==> src/rtl/ghalloc_pkg.sv <==
// ---------------------------------------------------------------------------
// ghalloc_pkg - shared types and constants of the generational handle allocator
// Slot count, derived widths, request and status codes, beat structs and the
// control struct between the sequencer and the slot store.
// ---------------------------------------------------------------------------
package ghalloc_pkg;

    localparam int SLOTS = 64;
    localparam int IDX_W = (SLOTS > 1) ? $clog2(SLOTS) : 1;
    localparam int CNT_W = $clog2(SLOTS + 1);
    localparam int GEN_W = 32;
    localparam int OUT_IDX_W = 12;

    typedef enum logic [1:0] {
        REQ_ALLOC  = 2'd0,
        REQ_LOOKUP = 2'd1,
        REQ_FREE   = 2'd2,
        REQ_NONE   = 2'd3
    } t_req;

    typedef enum logic [1:0] {
        ST_OK       = 2'd0,
        ST_EMPTY    = 2'd1,
        ST_INVALID  = 2'd2,
        ST_BAD_FREE = 2'd3
    } t_status;

    typedef struct packed {
        logic [1:0]  req_type;
        logic [31:0] slot_index;
        logic [31:0] handle_generation;
    } t_in_beat;

    typedef struct packed {
        logic [1:0]           status;
        logic [OUT_IDX_W-1:0] out_index;
        logic [GEN_W-1:0]     out_generation;
    } t_out_beat;

    // accesses issued by the sequencer to the slot store
    typedef struct packed {
        logic             gen_re;
        logic [IDX_W-1:0] gen_raddr;
        logic             gen_we;
        logic [IDX_W-1:0] gen_waddr;
        logic [GEN_W-1:0] gen_wdata;
        logic             stk_re;
        logic [IDX_W-1:0] stk_raddr;
        logic             stk_we;
        logic [IDX_W-1:0] stk_waddr;
        logic [IDX_W-1:0] stk_wdata;
    } t_mem_req;

endpackage

==> src/rtl/ghalloc_store.sv <==
// ---------------------------------------------------------------------------
// ghalloc_store - generation table and free stack
// Two single-port-read, single-port-write memories with registered reads.
// Per-entry valid bits stand in for the reset contents.
// ---------------------------------------------------------------------------
module ghalloc_store (
    input  logic                                    i_clk,
    input  logic                                    i_rst_n,
    input  ghalloc_pkg::t_mem_req                   i_req,
    output logic [ghalloc_pkg::GEN_W-1:0]           o_gen_rdata,
    output logic [ghalloc_pkg::IDX_W-1:0]           o_stk_rdata
);

    logic [ghalloc_pkg::GEN_W-1:0] r_gen_mem [ghalloc_pkg::SLOTS];
    logic [ghalloc_pkg::IDX_W-1:0] r_stk_mem [ghalloc_pkg::SLOTS];
    logic [ghalloc_pkg::SLOTS-1:0] r_gen_vld;
    logic [ghalloc_pkg::SLOTS-1:0] r_stk_vld;

    logic [ghalloc_pkg::GEN_W-1:0] r_gen_rd;
    logic                          r_gen_rd_vld;
    logic [ghalloc_pkg::IDX_W-1:0] r_stk_rd;
    logic [ghalloc_pkg::IDX_W-1:0] r_stk_rd_dflt;
    logic                          r_stk_rd_vld;

    // memory arrays, no reset
    always_ff @(posedge i_clk) begin
        if (i_req.gen_we) begin
            r_gen_mem[i_req.gen_waddr] <= i_req.gen_wdata;
        end
        if (i_req.stk_we) begin
            r_stk_mem[i_req.stk_waddr] <= i_req.stk_wdata;
        end
        if (i_req.gen_re) begin
            r_gen_rd     <= r_gen_mem[i_req.gen_raddr];
            r_gen_rd_vld <= r_gen_vld[i_req.gen_raddr];
        end
        if (i_req.stk_re) begin
            r_stk_rd      <= r_stk_mem[i_req.stk_raddr];
            r_stk_rd_vld  <= r_stk_vld[i_req.stk_raddr];
            // reset order: entry k holds SLOTS-1-k
            r_stk_rd_dflt <= ghalloc_pkg::IDX_W'(ghalloc_pkg::SLOTS - 1) - i_req.stk_raddr;
        end
    end

    // valid bits
    always_ff @(posedge i_clk) begin
        if (!i_rst_n) begin
            r_gen_vld <= '0;
            r_stk_vld <= '0;
        end else begin
            if (i_req.gen_we) begin
                r_gen_vld[i_req.gen_waddr] <= 1'b1;
            end
            if (i_req.stk_we) begin
                r_stk_vld[i_req.stk_waddr] <= 1'b1;
            end
        end
    end

    assign o_gen_rdata = r_gen_rd_vld ? r_gen_rd : ghalloc_pkg::GEN_W'(1);
    assign o_stk_rdata = r_stk_rd_vld ? r_stk_rd : r_stk_rd_dflt;

endmodule

==> src/rtl/generational_handle_allocator_top.sv <==
// ---------------------------------------------------------------------------
// generational_handle_allocator_top - generational slot handle allocator
// Hands out (slot, generation) handles from a free stack, checks handles and
// retires slots by bumping their generation.
// ---------------------------------------------------------------------------
// One request beat in, one result beat out. Requests are served one at a
// time: allocate reads the stack, then the popped slot's generation, then
// updates (from an empty stack, it updates at once); look up and free read
// the generation, then update, free also writing back. A further request
// is taken in the cycle after the update. The steps follow the registered
// reads of the two slot memories. The result sits in an output register, so
// the next request is accepted while an earlier result waits to be taken.
// After reset every generation is 1 and allocations return slots 0, 1, 2 and
// so on; no clearing pass is needed, the block is ready at once.
module generational_handle_allocator_top (
    input  logic                   i_clk,
    input  logic                   i_rst_n,
    // request channel
    input  logic                   i_in_valid,
    output logic                   o_in_stall,
    input  ghalloc_pkg::t_in_beat  i_in_beat,
    // result channel
    output logic                   o_out_valid,
    input  logic                   i_out_stall,
    output ghalloc_pkg::t_out_beat o_out_beat
);

    // one-hot sequencer states
    typedef enum logic [2:0] {
        S_IDLE = 3'b001,
        S_POP  = 3'b010,
        S_EXEC = 3'b100
    } t_state;

    t_state                        r_state, n_state;
    ghalloc_pkg::t_in_beat         r_req;                 // captured request
    logic [ghalloc_pkg::IDX_W-1:0] r_slot, n_slot;        // popped slot
    logic [ghalloc_pkg::CNT_W-1:0] r_count, n_count;      // stacked slots
    logic                          r_out_valid, n_out_valid;
    ghalloc_pkg::t_out_beat        r_out, n_out;

    ghalloc_pkg::t_mem_req         mem_req;
    logic [ghalloc_pkg::GEN_W-1:0] gen_rdata;
    logic [ghalloc_pkg::IDX_W-1:0] stk_rdata;

    logic                          in_accept;
    logic                          out_free;
    logic                          in_range;
    logic                          stack_full;
    logic                          stack_empty;

    assign in_accept   = i_in_valid && (r_state == S_IDLE);
    assign out_free    = !r_out_valid || !i_out_stall;
    assign in_range    = r_req.slot_index < 32'(ghalloc_pkg::SLOTS);
    assign stack_full  = r_count >= ghalloc_pkg::CNT_W'(ghalloc_pkg::SLOTS);
    assign stack_empty = r_count == '0;

    ghalloc_store u_store (
        .i_clk       (i_clk),
        .i_rst_n     (i_rst_n),
        .i_req       (mem_req),
        .o_gen_rdata (gen_rdata),
        .o_stk_rdata (stk_rdata)
    );

    always_comb begin
        n_state     = r_state;
        n_slot      = r_slot;
        n_count     = r_count;
        n_out_valid = r_out_valid && i_out_stall;
        n_out       = r_out;
        mem_req     = '0;

        unique case (r_state)
            S_IDLE: begin
                if (in_accept) begin
                    if (ghalloc_pkg::t_req'(i_in_beat.req_type) == ghalloc_pkg::REQ_ALLOC) begin
                        if (r_count == '0) begin
                            // empty stack, nothing to read
                            n_state = S_EXEC;
                        end else begin
                            mem_req.stk_re    = 1'b1;
                            mem_req.stk_raddr = ghalloc_pkg::IDX_W'(r_count - 1'b1);
                            n_state           = S_POP;
                        end
                    end else begin
                        mem_req.gen_re    = 1'b1;
                        mem_req.gen_raddr = i_in_beat.slot_index[ghalloc_pkg::IDX_W-1:0];
                        n_state           = S_EXEC;
                    end
                end
            end
            S_POP: begin
                // stack top is in, now fetch the slot's generation
                if (32'(stk_rdata) >= 32'(ghalloc_pkg::SLOTS)) begin
                    n_slot = '0;
                end else begin
                    n_slot = stk_rdata;
                end
                mem_req.gen_re    = 1'b1;
                mem_req.gen_raddr = n_slot;
                n_state           = S_EXEC;
            end
            S_EXEC: begin
                if (out_free) begin
                    n_out_valid = 1'b1;
                    n_out       = '0;
                    n_state     = S_IDLE;
                    unique case (ghalloc_pkg::t_req'(r_req.req_type))
                        ghalloc_pkg::REQ_ALLOC: begin
                            if (stack_empty) begin
                                n_out.status = ghalloc_pkg::ST_EMPTY;
                            end else begin
                                n_out.status         = ghalloc_pkg::ST_OK;
                                n_out.out_index      = ghalloc_pkg::OUT_IDX_W'(r_slot);
                                n_out.out_generation = gen_rdata;
                                n_count              = r_count - 1'b1;
                            end
                        end
                        ghalloc_pkg::REQ_LOOKUP: begin
                            if (in_range && (gen_rdata == r_req.handle_generation)) begin
                                n_out.status         = ghalloc_pkg::ST_OK;
                                n_out.out_index      = r_req.slot_index[ghalloc_pkg::OUT_IDX_W-1:0];
                                n_out.out_generation = gen_rdata;
                            end else begin
                                n_out.status = ghalloc_pkg::ST_INVALID;
                            end
                        end
                        ghalloc_pkg::REQ_FREE: begin
                            if (in_range && !stack_full) begin
                                // bump generation, push slot
                                n_out.status      = ghalloc_pkg::ST_OK;
                                mem_req.gen_we    = 1'b1;
                                mem_req.gen_waddr = r_req.slot_index[ghalloc_pkg::IDX_W-1:0];
                                mem_req.gen_wdata = gen_rdata + 1'b1;
                                mem_req.stk_we    = 1'b1;
                                mem_req.stk_waddr = ghalloc_pkg::IDX_W'(r_count);
                                mem_req.stk_wdata = r_req.slot_index[ghalloc_pkg::IDX_W-1:0];
                                n_count           = r_count + 1'b1;
                            end else begin
                                n_out.status = ghalloc_pkg::ST_BAD_FREE;
                            end
                        end
                        ghalloc_pkg::REQ_NONE: begin
                            n_out.status = ghalloc_pkg::ST_BAD_FREE;
                        end
                        default: begin
                            n_out.status = ghalloc_pkg::ST_BAD_FREE;
                        end
                    endcase
                end
            end
            default: begin
                n_state = S_IDLE;
            end
        endcase
    end

    // control state
    always_ff @(posedge i_clk) begin
        if (!i_rst_n) begin
            r_state     <= S_IDLE;
            r_count     <= ghalloc_pkg::CNT_W'(ghalloc_pkg::SLOTS);
            r_out_valid <= 1'b0;
        end else begin
            r_state     <= n_state;
            r_count     <= n_count;
            r_out_valid <= n_out_valid;
        end
    end

    // payload registers
    always_ff @(posedge i_clk) begin
        if (in_accept) begin
            r_req <= i_in_beat;
        end
        r_slot <= n_slot;
        r_out  <= n_out;
    end

    assign o_in_stall  = (r_state != S_IDLE);
    assign o_out_valid = r_out_valid;
    assign o_out_beat  = r_out;

endmodule
==> config.mk <==
export PLATFORM = sky130hd
export DESIGN_NAME = generational_handle_allocator_top
export DESIGN_NICKNAME = d
export VERILOG_FILES = /design/src/rtl/ghalloc_pkg.sv /design/src/rtl/ghalloc_store.sv /design/src/rtl/generational_handle_allocator_top.sv
export SDC_FILE = /design/constraint.sdc
export NUM_CORES = 2
export LEC_CHECK = 0
export ABC_CLOCK_PERIOD_IN_PS = 13900
export BUFFER_PORTS_ARGS = -buffer_cell sky130_fd_sc_hd__buf_2
export CORE_ASPECT_RATIO = 0.5
export CORE_MARGIN = 10
export CORE_UTILIZATION = 30
export CTS_CLUSTER_SIZE = 8
export DETAILED_ROUTE_END_ITERATION = 8
export GPL_TIMING_DRIVEN = 0
export SYNTH_ARGS = -nofsm -noshare
export SYNTH_HDL_FRONTEND = slang
export SYNTH_HIERARCHICAL = 1
export SYNTH_SLANG_ARGS = --single-unit
==> constraint.sdc <==
create_clock -name i_clk -period 13.9 [get_ports i_clk]
set_input_delay 3.475 -clock i_clk [delete_from_list [all_inputs] [get_ports i_clk]]
set_output_delay 3.475 -clock i_clk [all_outputs]
set_load 0.005 [all_outputs]
# --- Yosys cells after proc, flatten, opt, wreduce, memory -nomap -nowiden ---
# Memories as Yosys holds them, arrays and structs flattened. A register that Yosys moved wholly into a read port is not among the register bits.
# Index checks and enable logic that the tools add are counted.
op_classes:
  eq_ne: 12
  bitwise_logic: 2
  addsub: 4
  muxes: 46
  n_lt_le_gt_ge: 8
  n_reduce_logical: 17
op_table:
  columns: ["operator", "n"]
  rows:
  - ["$mux 39", 4]
  - ["$or 64x64->64", 2]
  - ["$pmux 44 s2", 1]
  - ["$mux 7", 8]
  - ["$mux 13", 4]
  - ["$mux 44", 1]
  - ["$mux 38", 1]
  - ["$add 32x1->32 const B", 1]
  - ["$eq 32x32->1", 1]
  - ["$lt 32x7->1 const B", 1]
  - ["$mux 32", 1]
  - ["$lt 6x7->1 const B", 4]
  - ["$pmux 7 s2", 2]
  - ["$bmux 1 s6", 2]
  - ["$demux 1 s6", 2]
  - ["$ge 6x1->1 const B", 2]
  - ["$mux 3", 4]
  - ["$mux 1", 11]
  - ["$pmux 3 s3", 1]
  - ["$ne 2x2->1 const B", 4]
  - ["$pmux 2 s4", 1]
  - ["$add 7x1->7 const B", 1]
  - ["$ge 7x7->1 const B", 1]
  - ["$logic_not 7->1", 1]
  - ["17 further kinds", 28]
totals:
  regBits: 265
  out_inout_bits: 48
  mem_count: 2
  ram_bits: 2432
memory_table:
  columns: ["memory", "depth", "word_bits", "rd", "rd_ports_with_merged_regs", "write_ports", "line", "source"]
  rows:
  - ["u_store.r_gen_mem", 64, 32, 1, 1, 1, "ghalloc_store.sv:14", "logic [ghalloc_pkg::GEN_W-1:0] r_gen_mem [ghalloc_pkg::SLOTS];"]
  - ["u_store.r_stk_mem", 64, 6, 1, 1, 1, "ghalloc_store.sv:15", "logic [ghalloc_pkg::IDX_W-1:0] r_stk_mem [ghalloc_pkg::SLOTS];"]

# --- Longest topological paths before layout ---
logic_depth:
  depth_word: 12
  mapped_depth: 14
  ltp_nobuf: 11

# --- Hierarchy ---
# Netlist, hierarchy kept.
modules_own_cells:
  columns: ["module", "instances", "cells_each", "area_per_inst_um2"]
  rows:
  - ["ghalloc_store", 1, 4520, 99320.3]
  - ["generational_handle_allocator_top", 1, 497, 6083.3]

# --- Least setup slack after synthesis ---
# Ideal clock, no wire load.
synth_timing:
  kind: "input port to flip-flop"
  from: "input i_in_valid"
  to: "register u_store/r_stk_rd[0] (netlist bit) (read register of u_store.r_stk_mem) (data pin)"
  stages: 12
  t_arrival_ns: 8.853
  slack_ns: 4.780
  setup_ns: 0.267
  path_cell_list: "inv_1 > nor2_1 > nand3_1 > nor2_1 > buf_2 > buf_2 > buf_4 > mux4_2 > a22oi_1 > a21oi_1 > o21ai_0 > o31ai_1"
synth_rtl:
  columns: ["item", "line", "source"]
  rows:
  - ["start, declared", "generational_handle_allocator_top.sv:19", "input logic i_in_valid,"]
  - ["end, declared", "ghalloc_store.sv:21", "logic [ghalloc_pkg::IDX_W-1:0] r_stk_rd;"]

==> results.toml <==
[yosys]
synth_cells = 5017
synthArstFlopShare_pct = 0
synth.most_common_cell = "edfxtp_1"
synth.yosys.seq_area_share_pct = 76.6
synth_edf_count = 2596
synth_area_leaders = "edfxtp_1, mux4_2, dfxtp_1"
avgSynthCellArea_um2 = 21.0
synth_common_cells = "edfxtp_1, mux4_2, nor2_1"
synth_area_mm2 = 0.105
synth-seq-cells = 2735
yosysTopAreaCell = "edfxtp_1"
ys.warnings.count = 6
ys_types = 76
synth_ff_type = "edfxtp_1"
post-synth-top-area-fraction_pct = 74.0

[route]
drtIter0Drc = 8330
wirelength_um = 325000
final_antenna_net_count = 0
drc = 0
dr.pass1.iters = 6
vias = 56780
wl_per_cell_um = 31.1
via_per_inst = 5.43

[status]
status = "finished with violations"
violations = "max-capacitance violations, max-slew violations"

[worst_setup_path]
critPathArrivalTime_ns = 9.73
required_ns = 14.55
slowest_delay_ns = 0.94
crit_top_cell = "clkbuf_1"
cp_max_fo = 10
critPathLaunchType = "input port"
cpLargestDelayFamily = "compound AO/OA/AOI/OAI gates"
worstReg2RegEnd = "u_store/r_gen_rd[5]$_DFFE_PP_"
reg2regPathDepth = 11
end_kind = "register"
path_class = "in -> reg"
cp.depth = 12
timing.critical_path.buf_inv = 4
reg2reg_from = "r_state[0]$_SDFFE_PN1P_"
path_cells = "buf_2 -> nor2_1 -> nor3_1 -> a22o_1 -> clkbuf_1 -> clkbuf_1 -> nand2_1 -> clkbuf_1 -> o221ai_1 -> a21oi_1 -> a31oi_1 -> a221oi_1"
rrSetupSlack_ns = 7.01
critPathSlowestCell = "clkbuf_1"

[power_and_ir_drop]
p_per_area_mw_per_mm2 = 143
max-vdd-ir-drop_v = 0.000102
p_leak_nw = 34.0

[min_path]
min_path_cells = 1
hold_class = "reg -> reg"
whs_endpoint = "u_store/r_stk_vld[54]$_SDFFE_PN0P_"
hold_start = "u_store/r_stk_vld[54]$_SDFFE_PN0P_"

[die]
die_w_um = 858
die_area_mm2 = 0.377
initial_core_util_pct = 30.2
ios = 118
core_area_mm2 = 0.349
die_h_um = 439
num_rows = 153

[global_route]
grt_max_degree = 49
grt_pass1_vias = 55487
grt.overflow.total = 0
grt_pass1_wl_um = 445000
antenna_found_initial = 16
grt_usage_pct = 16.6

[placed_design]
io_buffers = 116
dp_hpwl_um = 220000
place_congestion = 0.922

[sta]
fin_crit_sh_pct = 65.3
hold_slack_ns = 0.457
rsz0062_at_grt = "false"
clock.fmax_mhz = 110
hold_violations = 0
max_slew_margin_pct = -1.33
skew_ns = 0.0768
setup_viol = 0
tightest_slew_ns = 1.52
final.min_clock_period_ns = 9.08
maxSlewViolCount = 11

[cells_and_area]
layout-drive-gt1-share_pct = 26.9
finalNetCount = 5721
post-route-util_pct = 36.0
fillers = 31872
area_growth_pct = 19.2

[clock_tree]
cts_buffer_depth = 4
cts_root_buffer = "clkbuf_16"
clkTransAtPathRegs_ns = 0.05
cts_made_buffers = 384
post-cts-setup-buffers = 0
cts_tree = "done"
cts_num_sinks = 2735
cts_max_level = 5
hold_buffers = 0
cts_resized = 0
clock_latency_ns = 0.90

[job]
drv_cap = 1
==> worst max path at each step <==
stage / startpoint / slack [ns] / to
2_1_floorplan: i_in_valid / 4.78 / u_store/r_stk_rd[0]$_DFFE_PP_
3_3_place_gp: i_out_stall / -0.67 / u_store/r_gen_mem[35][2]$_DFFE_PP_
3_5_place_dp: i_in_beat[65] / 4.16 / u_store/r_gen_rd[19]$_DFFE_PP_
4_1_cts: i_in_beat[65] / 5.02 / u_store/r_gen_rd[19]$_DFFE_PP_
5_1_grt: i_in_beat[65] / 5.01 / u_store/r_gen_rd[19]$_DFFE_PP_
6_report: i_in_beat[65] / 4.82 / u_store/r_gen_rd[19]$_DFFE_PP_
==> per-stage QoR <==
step | worst slack (ns) | instances | area [µm²] | setup TNS (ns) | total power, mW
3_3_place_gp | -0.674 | 9788 | 112000 | -175.93 | 9.75
4_1_cts | 5.02 | 10440 | 126000 | 0 | 18.0
6_report | 4.82 | 10450 | 126000 | 0 | 17.9
2_1_floorplan | 4.78 | 5022 | 105000 | 0 | 9.45
3_5_place_dp | 4.16 | 9912 | 115000 | 0 | 9.75
5_1_grt | 5.01 | 10444 | 126000 | 0 | 18.4
==> state kept, by name, indices dropped and copies added (netlist names) <==
register and flops:
u_store/r_stk_rd_dflt 6, u_store/r_stk_vld 64, o_out_beat 46, u_store/r_stk_rd 6, r_slot 6, u_store/r_stk_mem 384
o_out_valid 1, u_store/r_stk_rd_vld 1, r_state 3, u_store/r_gen_vld 64, u_store/r_gen_mem 2048, u_store/r_gen_rd 32
r_req 66, u_store/r_gen_rd_vld 1, r_count 7
==> per-layer routing <==
metal	vias to the layer above	share of wire (%)	GRT usage, %
li1	22221	-	-
met1	30324	38	21.6
met2	3536	46	26.0
met3	695	11	4.16
met4	4	5.4	7.85
met5	-	0.0055	0
==> layout make-up <==
type	count	area, µm²	share of cell area (%)
clock inverter	20	278	0.221
buffer	286	1510	1.20
sequential	2735	80700	64.3
inverter	24	91.3	0.0727
clock buffer	508	10100	8.07
antenna	10	25.0	0.0199
multi-input combinational	1977	23900	19.0
timing repair buffer	240	3190	2.54
tap	4650	5820	4.63
==> layout by cell type, fill, tap and decap left out, types with 104 or more instances in the layout <==
cell,n
nand2_1,131
clkbuf_1,258
clkbuf_16,387
dfxtp_1,139
o21a_1,128
mux4_2,632
nor2_1,104
buf_2,178
edfxtp_1,2596
==> power by group <==
part / total (mW) / switching (mW) / internal (mW)
logic: 0.659 / 0.464 / 0.195
registers: 8.95 / 0.0154 / 8.94
clock network: 8.33 / 3.31 / 5.02
total: 17.9 / 3.79 / 14.2
==> logic make-up (layout without fill, tap and decap cells) <==
family,after synthesis,count (layout),synth area share [%]
buffers and inverters,310,1078,1.52
flip-flops,2735,2735,76.6
adder cells (fa/ha/maj),3,3,0.0356
AO/OA/AOI/OAI,561,561,3.97
AND/OR/NAND/NOR,604,604,2.81
XOR/XNOR,67,67,0.557
multiplexers,736,736,14.5
other,1,16,0.00356
No activity file was read; power rests on OpenSTA's default activity.
